--- src/hw/rtl/plbl_pkg.sv ---
// Shared package for the path prefix and program name blocklist.
// Holds parameter defaults, request and decision codes, the FSM state type
// and the controller/datapath command and status structs. No dependencies.
`default_nettype none

package plbl_pkg;

	localparam int PATH_LEN_DEF       = 256;
	localparam int NAME_LEN_DEF       = 16;
	localparam int PREFIX_ENTRIES_DEF = 256;
	localparam int NAME_ENTRIES_DEF   = 128;

	// request kinds carried in s_tuser
	localparam logic [1:0] REQ_WR_PREFIX = 2'd0;
	localparam logic [1:0] REQ_WR_NAME   = 2'd1;
	localparam logic [1:0] REQ_CHK_OPEN  = 2'd2;
	localparam logic [1:0] REQ_CHK_EXEC  = 2'd3;

	// decisions carried in m_tdata
	localparam logic [1:0] DEC_AUDIT = 2'd0;
	localparam logic [1:0] DEC_ALLOW = 2'd1;
	localparam logic [1:0] DEC_BLOCK = 2'd2;

	localparam logic KIND_OPEN = 1'b0;
	localparam logic KIND_EXEC = 1'b1;

	localparam logic [7:0] CHAR_NUL   = 8'h00;
	localparam logic [7:0] CHAR_SLASH = 8'h2f;

	// configuration register indexes
	localparam logic REG_ENFORCE = 1'b0;

	typedef enum logic [2:0] {
		ST_IDLE,
		ST_SWEEP,
		ST_DRAIN,
		ST_ADVANCE,
		ST_ZERO,
		ST_NAME_ISSUE,
		ST_NAME_CMP,
		ST_DECIDE
	} state_t;

	typedef struct packed {
		logic sweep_issue;  // read next prefix entry at current position
		logic advance;      // update basename and position with current char
		logic load_zero;    // current char becomes end of path
		logic name_start;   // rewind the name table walk
		logic name_skip;    // go to next name entry
		logic name_read;    // read name byte
		logic name_step;    // go to next byte of the entry
		logic name_hit;     // record a name match
		logic emit;         // load the result word
		logic clear;        // reset stream state
	} cmd_t;

	typedef struct packed {
		logic done;         // path has ended
		logic last;         // current check word carries last
		logic exec;         // current check word is an exec check
		logic sweep_last;   // prefix walk at final entry
		logic name_valid;   // current name entry active
		logic name_last;    // name walk at final entry
		logic name_eq;      // name byte equals basename byte
		logic name_kzero;   // basename byte is the terminator
		logic out_free;     // result register can take a word
	} sts_t;

endpackage

`default_nettype wire

--- src/hw/rtl/plbl_ctrl.sv ---
// Controller FSM: sequences the prefix walk per character, the end-of-path
// step, the name walk and the result. Depends on plbl_pkg.
`default_nettype none

module plbl_ctrl (
	input  wire logic           clk,
	input  wire logic           arst_n,
	input  wire logic           accept,
	input  wire logic           is_check,
	input  wire plbl_pkg::sts_t sts,
	output      plbl_pkg::cmd_t cmd,
	output      logic           in_ready
);

	plbl_pkg::state_t state_q, state_d;
	logic second_q, second_d;

	// state register
	always_ff @(posedge clk or negedge arst_n) begin
		if (!arst_n) begin
			state_q  <= plbl_pkg::ST_IDLE;
			second_q <= 1'b0;
		end else begin
			state_q  <= state_d;
			second_q <= second_d;
		end
	end

	// next state and commands
	always_comb begin
		state_d  = state_q;
		second_d = second_q;
		cmd      = '0;
		in_ready = 1'b0;
		case (state_q)
			plbl_pkg::ST_IDLE: begin
				in_ready = 1'b1;
				if (accept && is_check) begin
					second_d = 1'b0;
					state_d  = sts.done ? plbl_pkg::ST_ADVANCE : plbl_pkg::ST_SWEEP;
				end
			end
			plbl_pkg::ST_SWEEP: begin
				cmd.sweep_issue = 1'b1;
				if (sts.sweep_last) begin
					state_d = plbl_pkg::ST_DRAIN;
				end
			end
			plbl_pkg::ST_DRAIN: begin
				state_d = plbl_pkg::ST_ADVANCE;
			end
			plbl_pkg::ST_ADVANCE: begin
				cmd.advance = 1'b1;
				if (!sts.last) begin
					state_d = plbl_pkg::ST_IDLE;
				end else if (!second_q) begin
					second_d = 1'b1;
					state_d  = plbl_pkg::ST_ZERO;
				end else if (sts.exec) begin
					cmd.name_start = 1'b1;
					state_d        = plbl_pkg::ST_NAME_ISSUE;
				end else begin
					state_d = plbl_pkg::ST_DECIDE;
				end
			end
			plbl_pkg::ST_ZERO: begin
				cmd.load_zero = 1'b1;
				state_d = sts.done ? plbl_pkg::ST_ADVANCE : plbl_pkg::ST_SWEEP;
			end
			plbl_pkg::ST_NAME_ISSUE: begin
				if (!sts.name_valid) begin
					if (sts.name_last) begin
						state_d = plbl_pkg::ST_DECIDE;
					end else begin
						cmd.name_skip = 1'b1;
					end
				end else begin
					cmd.name_read = 1'b1;
					state_d       = plbl_pkg::ST_NAME_CMP;
				end
			end
			plbl_pkg::ST_NAME_CMP: begin
				if (sts.name_eq && sts.name_kzero) begin
					cmd.name_hit = 1'b1;
					state_d      = plbl_pkg::ST_DECIDE;
				end else if (sts.name_eq) begin
					cmd.name_step = 1'b1;
					state_d       = plbl_pkg::ST_NAME_ISSUE;
				end else if (sts.name_last) begin
					state_d = plbl_pkg::ST_DECIDE;
				end else begin
					cmd.name_skip = 1'b1;
					state_d       = plbl_pkg::ST_NAME_ISSUE;
				end
			end
			plbl_pkg::ST_DECIDE: begin
				if (sts.out_free) begin
					cmd.emit  = 1'b1;
					cmd.clear = 1'b1;
					state_d   = plbl_pkg::ST_IDLE;
				end
			end
			default: begin
				state_d = plbl_pkg::ST_IDLE;
			end
		endcase
	end

	// drain always follows the prefix walk
	a_drain_after_sweep: assert property (@(posedge clk) disable iff (!arst_n)
		(state_q == plbl_pkg::ST_DRAIN) |-> ($past(state_q) == plbl_pkg::ST_SWEEP))
		else $error("drain without prefix walk");

	// name compare only on data read the cycle before
	a_cmp_after_read: assert property (@(posedge clk) disable iff (!arst_n)
		(state_q == plbl_pkg::ST_NAME_CMP) |-> $past(cmd.name_read))
		else $error("name compare without read");

	// a result is loaded only into a free result register
	a_emit_free: assert property (@(posedge clk) disable iff (!arst_n)
		cmd.emit |-> sts.out_free)
		else $error("result overwritten");

endmodule

`default_nettype wire

--- config.mk ---
export PLATFORM = sky130hd
export DESIGN_NAME = plbl_ctrl
export DESIGN_NICKNAME = d
export VERILOG_FILES = /design/src/hw/rtl/plbl_pkg.sv /design/src/hw/rtl/plbl_ctrl.sv
export SDC_FILE = /design/constraint.sdc
export NUM_CORES = 1
export LEC_CHECK = 0
export BUFFER_PORTS_ARGS = -buffer_cell sky130_fd_sc_hd__buf_2
export CORE_AREA = 8 8 45 47
export DETAILED_ROUTE_END_ITERATION = 10
export DIE_AREA = 0 0 53 55
export PLACE_DENSITY = 0.66
export RECOVER_POWER = 25
export SLEW_MARGIN = 15
export SYNTH_ARGS = -nofsm -noshare
export SYNTH_HDL_FRONTEND = slang
export SYNTH_SLANG_ARGS = --single-unit
--- constraint.sdc ---
create_clock -name clk -period 1.5 [get_ports clk]
set_input_delay 0.15 -clock clk [delete_from_list [all_inputs] [get_ports clk]]
set_output_delay 0.15 -clock clk [all_outputs]
set_load 0.01 [all_outputs]
## Yosys cells after proc, flatten, opt, wreduce, memory -nomap -nowiden

Cells that the tools add are included.

- Equality and inequality tests: 12
- Reductions and logical operators: 6
- Multiplexer cells: 37

Operator list:

| cell | count |
|---|---|
| $mux W3 | 9 |
| $pmux W3 S8 | 1 |
| $mux W1 | 19 |
| $eq A3 B3 Y1 const B | 4 |
| $mux W2 | 6 |
| $ne A2 B2 Y1 const B | 4 |
| $eq A3 B2 Y1 const B | 2 |
| $pmux W1 S2 | 2 |
| $reduce_and A4 Y1 | 1 |
| $eq A3 B1 Y1 const B | 1 |
| $logic_not A3 Y1 | 1 |
| $ne A3 B3 Y1 const B | 1 |
| $reduce_and A3 Y1 | 1 |
| $logic_and A1 B1 Y1 | 2 |
| $reduce_bool A2 Y1 | 1 |

- Bits in registers: 4
- Logic and storage cells: 57
- Bits of input ports: 13
- Output and inout port bits: 11

## Logic depth before layout (Yosys ltp)

- Word-level depth: 4
- Mapped depth: 5
- Gate-level depth less buffers: 4

## Worst setup path after synthesis

Ideal clock, no wire load.

- Path type: register -> output
- From: register state_q[0]
- To: output cmd[5] (netlist bit)
- Data arrival time: 1.096 ns
- Cell stages (with the launch flop): 5
- Path slack: 0.254 ns
- Required time: 1.350 ns
- Buffers on the path: 1
- Cell sequence: dfrtp_1 buf_2 nor2_2 a21oi_1 nor3b_1

RTL lines:

| element | line | source |
|---|---|---|
| start, declared | plbl_ctrl.sv:15 | `plbl_pkg::state_t state_q, state_d;` |
| start signal, assigned | plbl_ctrl.sv:21 | `state_q <= plbl_pkg::ST_IDLE;` |
| start signal, assigned | plbl_ctrl.sv:24 | `state_q <= state_d;` |
| end, declared | plbl_ctrl.sv:11 | `output plbl_pkg::cmd_t cmd,` |

==> results by group <==
Routing
  • Via count: between 500 and 600
  • Top sig layer: met4
  • DR WL met2: 668 µm
  • Met3 wire length: 48 µm
  • Via-per-instance ratio: 4.861
  • Post-Route WL: around 1300 µm
  • 1st-iter DRT viols: 9
  • Antenna Violating Nets Remaining: 0
  • First-pass iteration count of the detailed router: 4
  • # DRC: 0
  • Wire per inst: 12.24 µm
  • Wire length on met1: 585 µm

Global route
  • Largest net degree at the start of global routing: 15
  • Gr ovfl total: 0
  • Vias in the first global route: 513
  • Initial antenna violation count: 0
  • First-pass GRT wire length: 2049 µm
  • Gr usage total: 9.200%

Layout
  • Ant diodes: 0
  • Most common cell after layout, fill and taps aside: buf_2
  • Register area: 103.9 µm²
  • Commonest cells after routing, fill and taps aside: buf_2 (22), buf_4 (9), nand2_1 (7)
  • Fin nets: 107
  • Filler cells: 145
  • Layout cells sized above 1: 51.09%
  • Multi-input logic area: 282.8 µm²
  • P&R area growth vs syn: 57.48%

Placed design
  • Port bufs: 23
  • Setup Slack @ Placement: 0.1622 ns
  • Dpl hpwl: 936.9 µm
  • Placer Congestion: 0.8028

STA
  • Final Hold Vio Count: 0
  • RSZ-0062 raised after global routing: true
  • Final setup fails: 0
  • Fin Clk Skew: between 0.001 and 0.0015 ns
  • Worst slew margin: 72.71%
  • Max Slew Vio Count: 0
  • Actual slew at the worst max-slew pin: 0.3990 ns
  • Tcrit/Tclk final: 95.51%
  • Setup TNS: 0 ns
  • Final worst setup slack: just under 0.07 ns
  • Max Freq: 698.0 MHz
  • Tmin final: 1.433 ns

Run
  • Max cap viols: 0

Setup path
  • CP Capture Type: output pin
  • Maximum net fanout on the critical path: 7
  • Crit Path Category: flop to output pin
  • Critical Path RT: about 1.4 ns
  • Kind of start point of the critical path: flop
  • Data arrival time of the critical path: 1.28 ns

Logic synthesis
  • Synth area leader: dfrtp_1
  • Syn_area_per_cell: 7.232 µm²
  • Synth unique cells: 24
  • Synthesized area: 426.7 µm²
  • Post-synth top area share: 23.46%
  • Seq/Total Area, Yosys: between 20% and 30%
  • Synth area leaders: dfrtp_1 (23%), mux2i_1 (7.0%), nand2_1 (6.2%), nor2_1 (5.3%), a21oi_1 (4.7%)
  • Ys Warns: 0
  • Yosys reg bits: 4
  • Cells after Synth: 59
  • Mapped Nets: 72

Die
  • Die Span Y: 55 µm
  • Die Area: 2915 µm²
  • Standard-cell rows: 14
  • Core ar.: 1384 µm²
  • Ports: 24
  • Die width: 53 µm
  • Starting Density: 30.83%

CTS
  • Clock transition at path regs: 0.04 ns
  • Clk Latency, worst-skew pair: 0.23 ns
  • H-tree levels: 1
  • CTS tree: yes
  • Sink Count: 4
  • Root buffer cell: clkbuf_4
  • Clock Tree Buf Depth: 2
  • CTS Buf Count: 3

Power and ir drop
  • Share of power burned in combinational logic: 67.9%
  • Clock share of power: 11.0%
  • Total net switching power: 515.5 µW
  • Pleak: about 0.00034 µW
  • Switching power as a share of total power: roughly 43%
  • Internal Power: roughly 680 µW
  • VDD IR max: 808.4 µV
  • Pwr Density: 1783 nW/µm²
  • Sequential share of power: 21.0%

Min path
  • Hold WC Path Type: input port to flop

Status
  • Status: finished clean
-- per-stage QoR --
stage	utilization [%]	hold slack [ns]	total power [µW]	std cells	instance area, µm²
after floorplan	-	-0.1456	676.8	59	426.7
after global placement	39.24	-0.03988	814.2	95	543.0
after detailed placement	39.24	-0.04083	820.2	95	543.0
after CTS	42.77	0.2386	1002	100	591.8
after global routing	48.55	0.2778	1305	108	671.9
final	48.55	0.2427	1198	108	671.9
-- cell usage after synthesis (all sizes together) --
library cell	count
nand2	7
nor2	7
buf	6
a21oi	4
dfrtp	4
inv	4
nor3	4
o21ai	4
mux2i	3
nand3	3
nor2b	3
o31ai	2
a2111oi	1
a31oi	1
and2	1
and3	1
nand3b	1
nor3b	1
o211ai	1
o32ai	1
-- final cells by class --
cell class / count / area share, %
multi-input cells: 45 / 42.09
repair buffers: 36 / 33.89
flip-flops and latches: 4 / 15.46
clock buffers: 3 / 3.352
well taps: 16 / 2.980
inverters: 4 / 2.235
-- flip-flops by register name, summed over array words and instances (netlist names) --
signal    flops
state_q       3
second_q      1
-- kinds of logic after synthesis --
logic type,count (synthesis),share of synthesized area (%)
buffers and inverters,10,13.19
AOI/OAI and AO/OA,14,21.41
DFF,4,23.46
and+or+nand+nor,28,34.90
muxes,3,7.038
-- power by group through the flow --
stage | Combinational [µW] | Clock, µW | Sequential, µW
global route | 901 | 143 | 261
detailed placement | 541 | 0 | 279
CTS | 592 | 138 | 272
finish | 814 | 132 | 252
floorplan | 472 | 0 | 205
global placement | 539 | 0 | 275
-- worst paths after layout --
check                                        from                      to  slack, ns  depth (start not counted)
setup / recovery           state_q[1]$_DFFE_PN0P_                  cmd[4]       0.07                          4
hold / removal                           is_check    second_q$_DFFE_PN0P_       0.24                          4
min in group asynchronous                  arst_n    second_q$_DFFE_PN0P_       0.27                          2
hold reg to reg              second_q$_DFFE_PN0P_    second_q$_DFFE_PN0P_       0.61                          2
setup reg to reg           state_q[1]$_DFFE_PN0P_  state_q[1]$_DFFE_PN0P_       0.15                          4
max in group asynchronous                  arst_n  state_q[1]$_DFFE_PN0P_       1.03                          2
-- routing by layer --
metal  vias to the layer above  global-route usage, %
met4                         0                  5.603
met5                         -                      0
li1                        268                      -
met3                         2                  2.941
met1                       238                  11.31
met2                        17                  13.67
-- critical path, stage by stage, from the launching register on --
cell and delay (ns):
dfrtp_2 0.44, buf_4 0.17, nor2b_2 0.15, and3_1 0.16, buf_2 0.12
-- what timing repair did --
item,4_1_cts,5_1_grt
hold buffers,1,0
buffers inserted,1,8
setup endpoints to repair,5,5
pin swaps,0,1
endpoints found under the hold margin,4,0
gates cloned,0,0
resized for setup,4,4
No activity file was read; power rests on OpenSTA's default activity.
